File: config.mk
export PLATFORM = sky130hd
export DESIGN_NAME = mouse_event_classifier
export DESIGN_NICKNAME = d
export VERILOG_FILES = /design/src/hw/rtl/mec_pkg.sv /design/src/hw/rtl/mouse_event_classifier.sv /design/src/hw/rtl/mec_core.sv
export SDC_FILE = /design/constraint.sdc
export NUM_CORES = 1
export LEC_CHECK = 0
export ABC_CLOCK_PERIOD_IN_PS = 16300
export BUFFER_PORTS_ARGS = -buffer_cell sky130_fd_sc_hd__buf_4
export CORE_MARGIN = 2
export CORE_UTILIZATION = 50
export DETAILED_ROUTE_END_ITERATION = 16
export GPL_ROUTABILITY_DRIVEN = 0
export PLACE_DENSITY = 0.69
export REMOVE_ABC_BUFFERS = 1
export SLEW_MARGIN = 20
export SYNTH_ARGS = -nofsm -noshare
export SYNTH_HDL_FRONTEND = slang
export SYNTH_SLANG_ARGS = --single-unit
File: constraint.sdc
create_clock -name clk -period 16.3 [get_ports clk]
set_input_delay 0.815 -clock clk [delete_from_list [all_inputs] [get_ports clk]]
set_output_delay 0.815 -clock clk [all_outputs]
set_load 0.01 [all_outputs]
File: src/hw/rtl/mec_pkg.sv
// shared types and constants of the mouse event classifier
package mec_pkg;

	// width of the millisecond timestamp; differences wrap at this width
	localparam int unsigned TIME_W = 32;

	// buttons that take part in the left/right swap
	localparam logic [2:0] LR_BITS = 3'b011;

	// tick count used when a delay register holds zero
	localparam logic [7:0] DEFAULT_TICKS = 8'd8;

	// event kinds
	localparam logic [2:0] EV_NONE    = 3'd0;
	localparam logic [2:0] EV_PRESS   = 3'd1;
	localparam logic [2:0] EV_RELEASE = 3'd2;
	localparam logic [2:0] EV_MOVE    = 3'd3;
	localparam logic [2:0] EV_REPEAT  = 3'd4;

	// configuration register indexes
	localparam logic [2:0] REG_DOUBLE_DELAY = 3'd0;
	localparam logic [2:0] REG_REPEAT_DELAY = 3'd1;
	localparam logic [2:0] REG_SWAP         = 3'd2;
	localparam logic [2:0] REG_PIXEL_MODE   = 3'd3;
	localparam logic [2:0] REG_PRESENT      = 3'd4;

	typedef struct packed {
		logic [TIME_W-1:0] time_ms;
		logic [2:0]        buttons;
		logic [7:0]        cell_x;
		logic [7:0]        cell_y;
		logic [11:0]       pixel_x;
		logic [11:0]       pixel_y;
	} in_item_t;

	typedef struct packed {
		logic [2:0]  event_kind;
		logic [2:0]  out_buttons;
		logic        double_click;
		logic [7:0]  where_x;
		logic [7:0]  where_y;
		logic [11:0] where_px;
		logic [11:0] where_py;
		logic [7:0]  from_x;
		logic [7:0]  from_y;
	} out_item_t;

	typedef struct packed {
		logic [7:0] double_delay_ticks;
		logic [7:0] repeat_delay_ticks;
		logic       swap_buttons;
		logic       pixel_mode;
		logic       mouse_present;
	} cfg_t;

endpackage

File: src/hw/rtl/mouse_event_classifier.sv
// top level of the mouse event classifier: handshake, registers and result stage
// Each accepted pointer sample yields exactly one result transaction, in order:
// nothing, press, release, move or auto-repeat, with the effective buttons,
// the double-click flag and positions (all fields zero for nothing). An accepted
// sample is held in the input register, which feeds the decision logic, and its
// result is caught in the result register when the sample moves on. The tracking
// state is updated in the same cycle the result is registered, so a new sample
// can be accepted every cycle and the throughput is one per cycle; it drops
// only while the result register is full and out_ready is low.
// Configuration is written through cfg_wr_en / cfg_addr / cfg_wdata and should
// only change while no sample is in flight. TICK_MS sets the tick length of
// the double-click and auto-repeat delays and the auto-repeat period.
module mouse_event_classifier #(
	parameter int unsigned TICK_MS = 55
) (
	input  logic               clk,
	input  logic               arst_n,
	// sample channel
	input  logic               in_valid,
	output logic               in_ready,
	input  mec_pkg::in_item_t  in_data,
	// result channel
	output logic               out_valid,
	input  logic               out_ready,
	output mec_pkg::out_item_t out_data,
	// configuration write port
	input  logic               cfg_wr_en,
	input  logic [2:0]         cfg_addr,
	input  logic [7:0]         cfg_wdata
);

	mec_pkg::cfg_t      cfg_q;
	mec_pkg::in_item_t  item_s1;
	logic               valid_s1;
	mec_pkg::out_item_t result;
	mec_pkg::out_item_t out_data_s2;
	logic               out_valid_s2;
	logic               advance;

	// configuration registers, reset to their documented defaults
	always_ff @(posedge clk or negedge arst_n) begin
		if (!arst_n) begin
			cfg_q.double_delay_ticks <= 8'd8;
			cfg_q.repeat_delay_ticks <= 8'd8;
			cfg_q.swap_buttons       <= 1'b0;
			cfg_q.pixel_mode         <= 1'b0;
			cfg_q.mouse_present      <= 1'b1;
		end else if (cfg_wr_en) begin
			unique case (cfg_addr)
				mec_pkg::REG_DOUBLE_DELAY: cfg_q.double_delay_ticks <= cfg_wdata;
				mec_pkg::REG_REPEAT_DELAY: cfg_q.repeat_delay_ticks <= cfg_wdata;
				mec_pkg::REG_SWAP:         cfg_q.swap_buttons       <= cfg_wdata[0];
				mec_pkg::REG_PIXEL_MODE:   cfg_q.pixel_mode         <= cfg_wdata[0];
				mec_pkg::REG_PRESENT:      cfg_q.mouse_present      <= cfg_wdata[0];
				default: ; // unused indexes are ignored
			endcase
		end
	end

	// the sample in stage 1 moves on when the result register is free or draining
	assign advance  = valid_s1 && (!out_valid_s2 || out_ready);
	assign in_ready = !valid_s1 || advance;

	always_ff @(posedge clk or negedge arst_n) begin
		if (!arst_n) begin
			valid_s1 <= 1'b0;
		end else if (in_ready) begin
			valid_s1 <= in_valid;
		end
	end

	// payload register, no reset needed
	always_ff @(posedge clk) begin
		if (in_valid && in_ready) begin
			item_s1 <= in_data;
		end
	end

	mec_core #(
		.TICK_MS (TICK_MS)
	) u_core (
		.clk    (clk),
		.arst_n (arst_n),
		.cfg    (cfg_q),
		.item   (item_s1),
		.commit (advance),
		.result (result)
	);

	// result register
	always_ff @(posedge clk or negedge arst_n) begin
		if (!arst_n) begin
			out_valid_s2 <= 1'b0;
		end else if (advance) begin
			out_valid_s2 <= 1'b1;
		end else if (out_ready) begin
			out_valid_s2 <= 1'b0;
		end
	end

	always_ff @(posedge clk) begin
		if (advance) begin
			out_data_s2 <= result;
		end
	end

	assign out_valid = out_valid_s2;
	assign out_data  = out_data_s2;

endmodule

File: src/hw/rtl/mec_core.sv
// event decision logic and the tracking state it reads and updates
module mec_core #(
	parameter int unsigned TICK_MS = 55
) (
	input  logic              clk,
	input  logic              arst_n,
	input  mec_pkg::cfg_t     cfg,
	input  mec_pkg::in_item_t item,
	input  logic              commit,
	output mec_pkg::out_item_t result
);

	localparam int unsigned WAIT_W = $clog2(255 * TICK_MS + 1);
	localparam int unsigned TW     = mec_pkg::TIME_W;

	// tracking state
	logic [2:0]    prev_buttons_q;
	logic          prev_double_q;
	logic [7:0]    prev_cell_x_q;
	logic [7:0]    prev_cell_y_q;
	logic [11:0]   prev_pixel_x_q;
	logic [11:0]   prev_pixel_y_q;
	logic [2:0]    press_buttons_q;
	logic [7:0]    press_cell_x_q;
	logic [7:0]    press_cell_y_q;
	logic [TW-1:0] press_time_q;
	logic [TW-1:0] repeat_base_q;
	logic [WAIT_W-1:0] repeat_wait_q;

	logic [7:0]        dbl_ticks;
	logic [7:0]        rep_ticks;
	logic [WAIT_W-1:0] dbl_delay;
	logic [WAIT_W-1:0] rep_delay;
	logic [2:0]        lr;
	logic [2:0]        btn_sw;
	logic [2:0]        btn_eff;
	logic [TW-1:0]     dt_press;
	logic [TW-1:0]     dt_repeat;
	logic              moved;
	logic              dbl;
	logic [2:0]        kind;

	// zero ticks selects the default window
	assign dbl_ticks = (cfg.double_delay_ticks != 8'd0) ? cfg.double_delay_ticks
		: mec_pkg::DEFAULT_TICKS;
	assign rep_ticks = (cfg.repeat_delay_ticks != 8'd0) ? cfg.repeat_delay_ticks
		: mec_pkg::DEFAULT_TICKS;
	assign dbl_delay = WAIT_W'(dbl_ticks * TICK_MS);
	assign rep_delay = WAIT_W'(rep_ticks * TICK_MS);

	assign lr        = item.buttons & mec_pkg::LR_BITS;
	assign btn_sw    = (cfg.swap_buttons && lr != 3'd0 && lr != mec_pkg::LR_BITS)
		? (item.buttons ^ mec_pkg::LR_BITS) : item.buttons;
	assign dt_press  = item.time_ms - press_time_q;
	assign dt_repeat = item.time_ms - repeat_base_q;
	assign moved     = cfg.pixel_mode
		? (item.pixel_x != prev_pixel_x_q || item.pixel_y != prev_pixel_y_q)
		: (item.cell_x != prev_cell_x_q || item.cell_y != prev_cell_y_q);

	always_comb begin
		kind    = mec_pkg::EV_NONE;
		dbl     = prev_double_q;
		btn_eff = btn_sw;
		if (prev_buttons_q != btn_sw) begin
			if (prev_buttons_q == 3'd0) begin
				kind = mec_pkg::EV_PRESS;
				dbl  = (btn_sw == press_buttons_q) && (item.cell_x == press_cell_x_q)
					&& (item.cell_y == press_cell_y_q)
					&& (dt_press < TW'(dbl_delay));
			end else if (btn_sw == 3'd0) begin
				kind = mec_pkg::EV_RELEASE;
			end else begin
				// second button change while held: keep the held set
				btn_eff = prev_buttons_q;
			end
		end
		if (kind == mec_pkg::EV_NONE && btn_eff != 3'd0) begin
			if (moved) begin
				kind = mec_pkg::EV_MOVE;
			end else if (dt_repeat >= TW'(repeat_wait_q)) begin
				kind = mec_pkg::EV_REPEAT;
			end
		end
		if (!cfg.mouse_present) begin
			kind = mec_pkg::EV_NONE;
		end
	end

	always_comb begin
		result = '0;
		if (kind != mec_pkg::EV_NONE) begin
			result.event_kind   = kind;
			result.out_buttons  = btn_eff;
			result.double_click = dbl;
			result.where_x      = item.cell_x;
			result.where_y      = item.cell_y;
			result.where_px     = item.pixel_x;
			result.where_py     = item.pixel_y;
			if (kind == mec_pkg::EV_MOVE) begin
				result.from_x = prev_cell_x_q;
				result.from_y = prev_cell_y_q;
			end
		end
	end

	always_ff @(posedge clk or negedge arst_n) begin
		if (!arst_n) begin
			prev_buttons_q  <= '0;
			prev_double_q   <= 1'b0;
			prev_cell_x_q   <= '0;
			prev_cell_y_q   <= '0;
			prev_pixel_x_q  <= '0;
			prev_pixel_y_q  <= '0;
			press_buttons_q <= '0;
			press_cell_x_q  <= '0;
			press_cell_y_q  <= '0;
			press_time_q    <= '0;
			repeat_base_q   <= '0;
			repeat_wait_q   <= '0;
		end else if (commit && kind != mec_pkg::EV_NONE) begin
			prev_buttons_q <= btn_eff;
			prev_double_q  <= dbl;
			prev_cell_x_q  <= item.cell_x;
			prev_cell_y_q  <= item.cell_y;
			prev_pixel_x_q <= item.pixel_x;
			prev_pixel_y_q <= item.pixel_y;
			if (kind == mec_pkg::EV_PRESS) begin
				press_buttons_q <= btn_sw;
				press_cell_x_q  <= item.cell_x;
				press_cell_y_q  <= item.cell_y;
				press_time_q    <= item.time_ms;
				repeat_base_q   <= item.time_ms;
				repeat_wait_q   <= rep_delay;
			end else if (kind == mec_pkg::EV_REPEAT) begin
				repeat_base_q <= item.time_ms;
				repeat_wait_q <= WAIT_W'(TICK_MS);
			end
		end
	end

endmodule

==> impl_metrics.py <==
metrics = {
    "floorplanning": {
        "core_sq_um": 36500,
        "fp-row-count": 70,
        "io_pins": 156,
        "fp.dieW_um": 196,
        "dieArea_sq_um": 38600,
        "dieHeight_um": 196,
        "start_util": 0.507,
    },
    "clocking": {
        "hold_buffers": 0,
        "clock_path_buffers": 3,
        "postCtsSetupBuffers": 0,
        "cts_resized": 0,
        "htree_levels": 2,
        "cts_tree": "yes",
        "clk_latency_ns": 0.55,
        "clk_pin_slew_ns": 0.06,
        "numCtsBuffers": 34,
        "cts_root_buffer": "clkbuf_16",
        "cts.sinks": 300,
    },
    "power": {
        "p_leak_nw": 9.44,
        "p_sw_frac": 0.415,
        "p_int_w": 0.00249,
        "clock_power_share": 0.175,
        "peakVddDrop_mv": 0.178,
        "power_density_nw_per_um2": 201,
        "seqPwrFrac": 0.272,
        "p_comb_frac": 0.554,
        "power_w": 0.00426,
        "switching_power_w": 0.00177,
    },
    "sta": {
        "fin_crit_sh": 0.426,
        "fmax_mhz": 144,
        "max_slew_margin": 0.364,
        "setup_viol": 0,
        "rsz0062_at_grt": "no",
        "clock_skew_ns": 0.0281,
        "maxSlewViolCount": 0,
        "finalHoldViolCount": 0,
        "tightest_slew_ns": 0.954,
        "final.setup.tns_ns": 0,
        "fin_crit_ns": 6.94,
    },
    "finish": {
        "final_common_cell": "nand2_1",
        "fin_util": 0.580,
        "drive_gt1_frac": 0.146,
        "antenna_cells": 0,
        "syn_to_final_growth_pct": 14.5,
        "n_fill_cell": 3066,
        "layout.nets": 2191,
        "final_cell_mix": "nand2_1 (194), inv_1 (171), buf_4 (160), dfrtp_1 (159), ha_1 (150)",
        "final_area_sq_um": 21200,
    },
    "setup_path": {
        "cp_top_family": "compound AO/OA/AOI/OAI gates",
        "cp.required_ns": 16.68,
        "cp.depth": 31,
        "crit_buf_inv": 2,
        "cp_common_cell": "ha_1",
        "cp_slowest_stage_delay_ns": 0.57,
        "worst_ep_arrival_time_ns": 7.32,
        "startpoint_type": "register",
        "worstSetupPathType": "register to register",
        "r2r_cells": 31,
        "slowest_stage": "fa_1",
        "end_kind": "register",
        "path_max_fanout": 8,
    },
    "grt": {
        "grt_pass1_wl_mm": 69.5,
        "grt_max_degree": 92,
        "grt_use_total": 0.225,
        "grt_antenna_before_repair": 0,
        "grt_pass1_vias": 13400,
        "grt.overflow.total": 0,
    },
    "job": {
        "drv_cap": 0,
    },
    "logic_synthesis": {
        "yosysSeqAreaShare": 0.443,
        "avgSynthCellArea_sq_um": 10.4,
        "ys_ff_latch": 300,
        "synthArstFlopShare": 0.540,
        "ys.flop_type": "dfrtp_1",
        "synth-edff-count": 138,
        "yosysUniqueCellTypes": 77,
        "postSynthCellCount": 1777,
        "syn-cell-area_sq_um": 18500,
        "yosys_warnings": 0,
    },
    "place": {
        "dpl_cell_area_sq_um": 20100,
        "port_buffers": 155,
        "hpwlAfterDp_mm": 31.3,
    },
    "hold_path": {
        "hold_class": "primary input to async pin",
    },
    "routing": {
        "route.detailed.drc": 0,
        "vias_per_cell": 5.60,
        "routed-via-count": 13500,
        "avgRoutedWirePerCell_um": 17.6,
        "antenna_left": 0,
        "first_pass_iters": 5,
        "drt-total-wl_mm": 42.3,
        "drt_iter0_markers": 806,
    },
    "run_status": {
        "run_status": "complete, no violations",
    },
}
## cell usage after synthesis, types with 5 or more instances
library cell | n | area [sq um]
nor3_1 | 21 | 105
a31oi_1 | 15 | 93.8
nor2_1 | 63 | 236
dfrtp_1 | 159 | 3980
mux2_2 | 47 | 529
nor2b_1 | 9 | 56.3
nand2b_1 | 21 | 131
a21boi_0 | 6 | 45.0
and3_1 | 14 | 87.6
edfxtp_1 | 138 | 4140
or3_1 | 6 | 37.5
a31o_2 | 6 | 52.6
o21a_1 | 16 | 120
o211ai_1 | 10 | 75.1
nor3b_1 | 6 | 45.0
nand4_1 | 23 | 144
o21ai_0 | 97 | 485
nand3_1 | 19 | 95.1
inv_1 | 171 | 642
o2111ai_1 | 8 | 70.1
a2111oi_0 | 6 | 52.6
and2_1 | 73 | 457
a21o_1 | 29 | 218
ha_1 | 150 | 1880
o31ai_1 | 13 | 97.6
nor4_1 | 13 | 81.3
nand2_1 | 195 | 732
a21oi_1 | 87 | 435
a22o_1 | 11 | 96.3
a211o_1 | 6 | 52.6
xor2_1 | 66 | 578
xnor2_1 | 51 | 447
a221oi_1 | 7 | 61.3
nor4bb_1 | 5 | 50.1
mux2_1 | 33 | 372
a211oi_1 | 17 | 128
clkbuf_1 | 47 | 176
fa_1 | 32 | 641
## state kept, by name (all words and copies together) (netlist names)
name                    flops
item_s1                    75
valid_s1                    1
cfg_q                      19
out_valid                   1
u_core.prev_cell_y_q        8
u_core.prev_pixel_x_q      12
u_core.prev_buttons_q       3
u_core.prev_pixel_y_q      12
u_core.press_cell_x_q       8
out_data                   63
u_core.press_buttons_q      3
u_core.repeat_wait_q       14
u_core.prev_double_q        1
u_core.press_time_q        32
u_core.repeat_base_q       32
u_core.prev_cell_x_q        8
u_core.press_cell_y_q       8
## power groups by stage
stage	Sequential, W	Combinational (W)	Clock (W)
2_1_floorplan	0.00114	0.00178	0
3_3_place_gp	0.00116	0.00226	0
3_5_place_dp	0.00117	0.00232	0
4_1_cts	0.00116	0.00235	0.000763
5_1_grt	0.00118	0.00267	0.000791
6_report	0.00116	0.00236	0.000743
## layout make-up
class	count	area, sq um	area share
Inverter	171	642	0.0303
Clock buffer	46	980	0.0462
Sequential cell	300	8200	0.387
Tap cell	468	586	0.0276
Timing Repair Buffer	161	1210	0.0572
Multi-Input combinational cell	1250	9470	0.447
Clock inverter	16	101	0.00478
## cell families after synthesis
group | after synthesis | share of synthesized area
compound gates | 377 | 0.134
xor+xnor | 117 | 0.0554
fa+ha+maj | 182 | 0.136
buf+inv | 227 | 0.0481
flops | 300 | 0.443
mux | 82 | 0.0497
simple gates | 492 | 0.134
## metal layers
metal,part of all wire,track usage,vias up
li1,-,-,6580
met1,0.46,0.306,6549
met2,0.48,0.377,313
met3,0.041,0.0287,59
met4,0.023,0.0687,0
met5,0,0,-
## through the flow
step / setup slack [ns] / cells / hold slack [ns]
after floorplan: 10.13 / 1721 / 0.450
after global placement: 9.68 / 2350 / 0.462
after detailed placement: 9.35 / 2350 / 0.480
after CTS: 9.28 / 2412 / 0.381
after global routing: 8.52 / 2412 / 0.427
final: 9.36 / 2412 / 0.353
## final timing paths
kind	start	slack (ns)	end
max	cfg_q[17]	9.36	out_data[56]
min	arst_n	0.35	u_core.prev_pixel_y_q[9]
max reg2reg	cfg_q[17]	9.36	out_data[56]
min reg2reg	u_core.repeat_base_q[21]	0.49	u_core.repeat_base_q[21]
max in group asynchronous	arst_n	14.44	u_core.prev_pixel_y_q[1]
min in group clk	in_data[67]	0.44	item_s1[67]
Note: power is estimated with default switching activity, not from simulation.
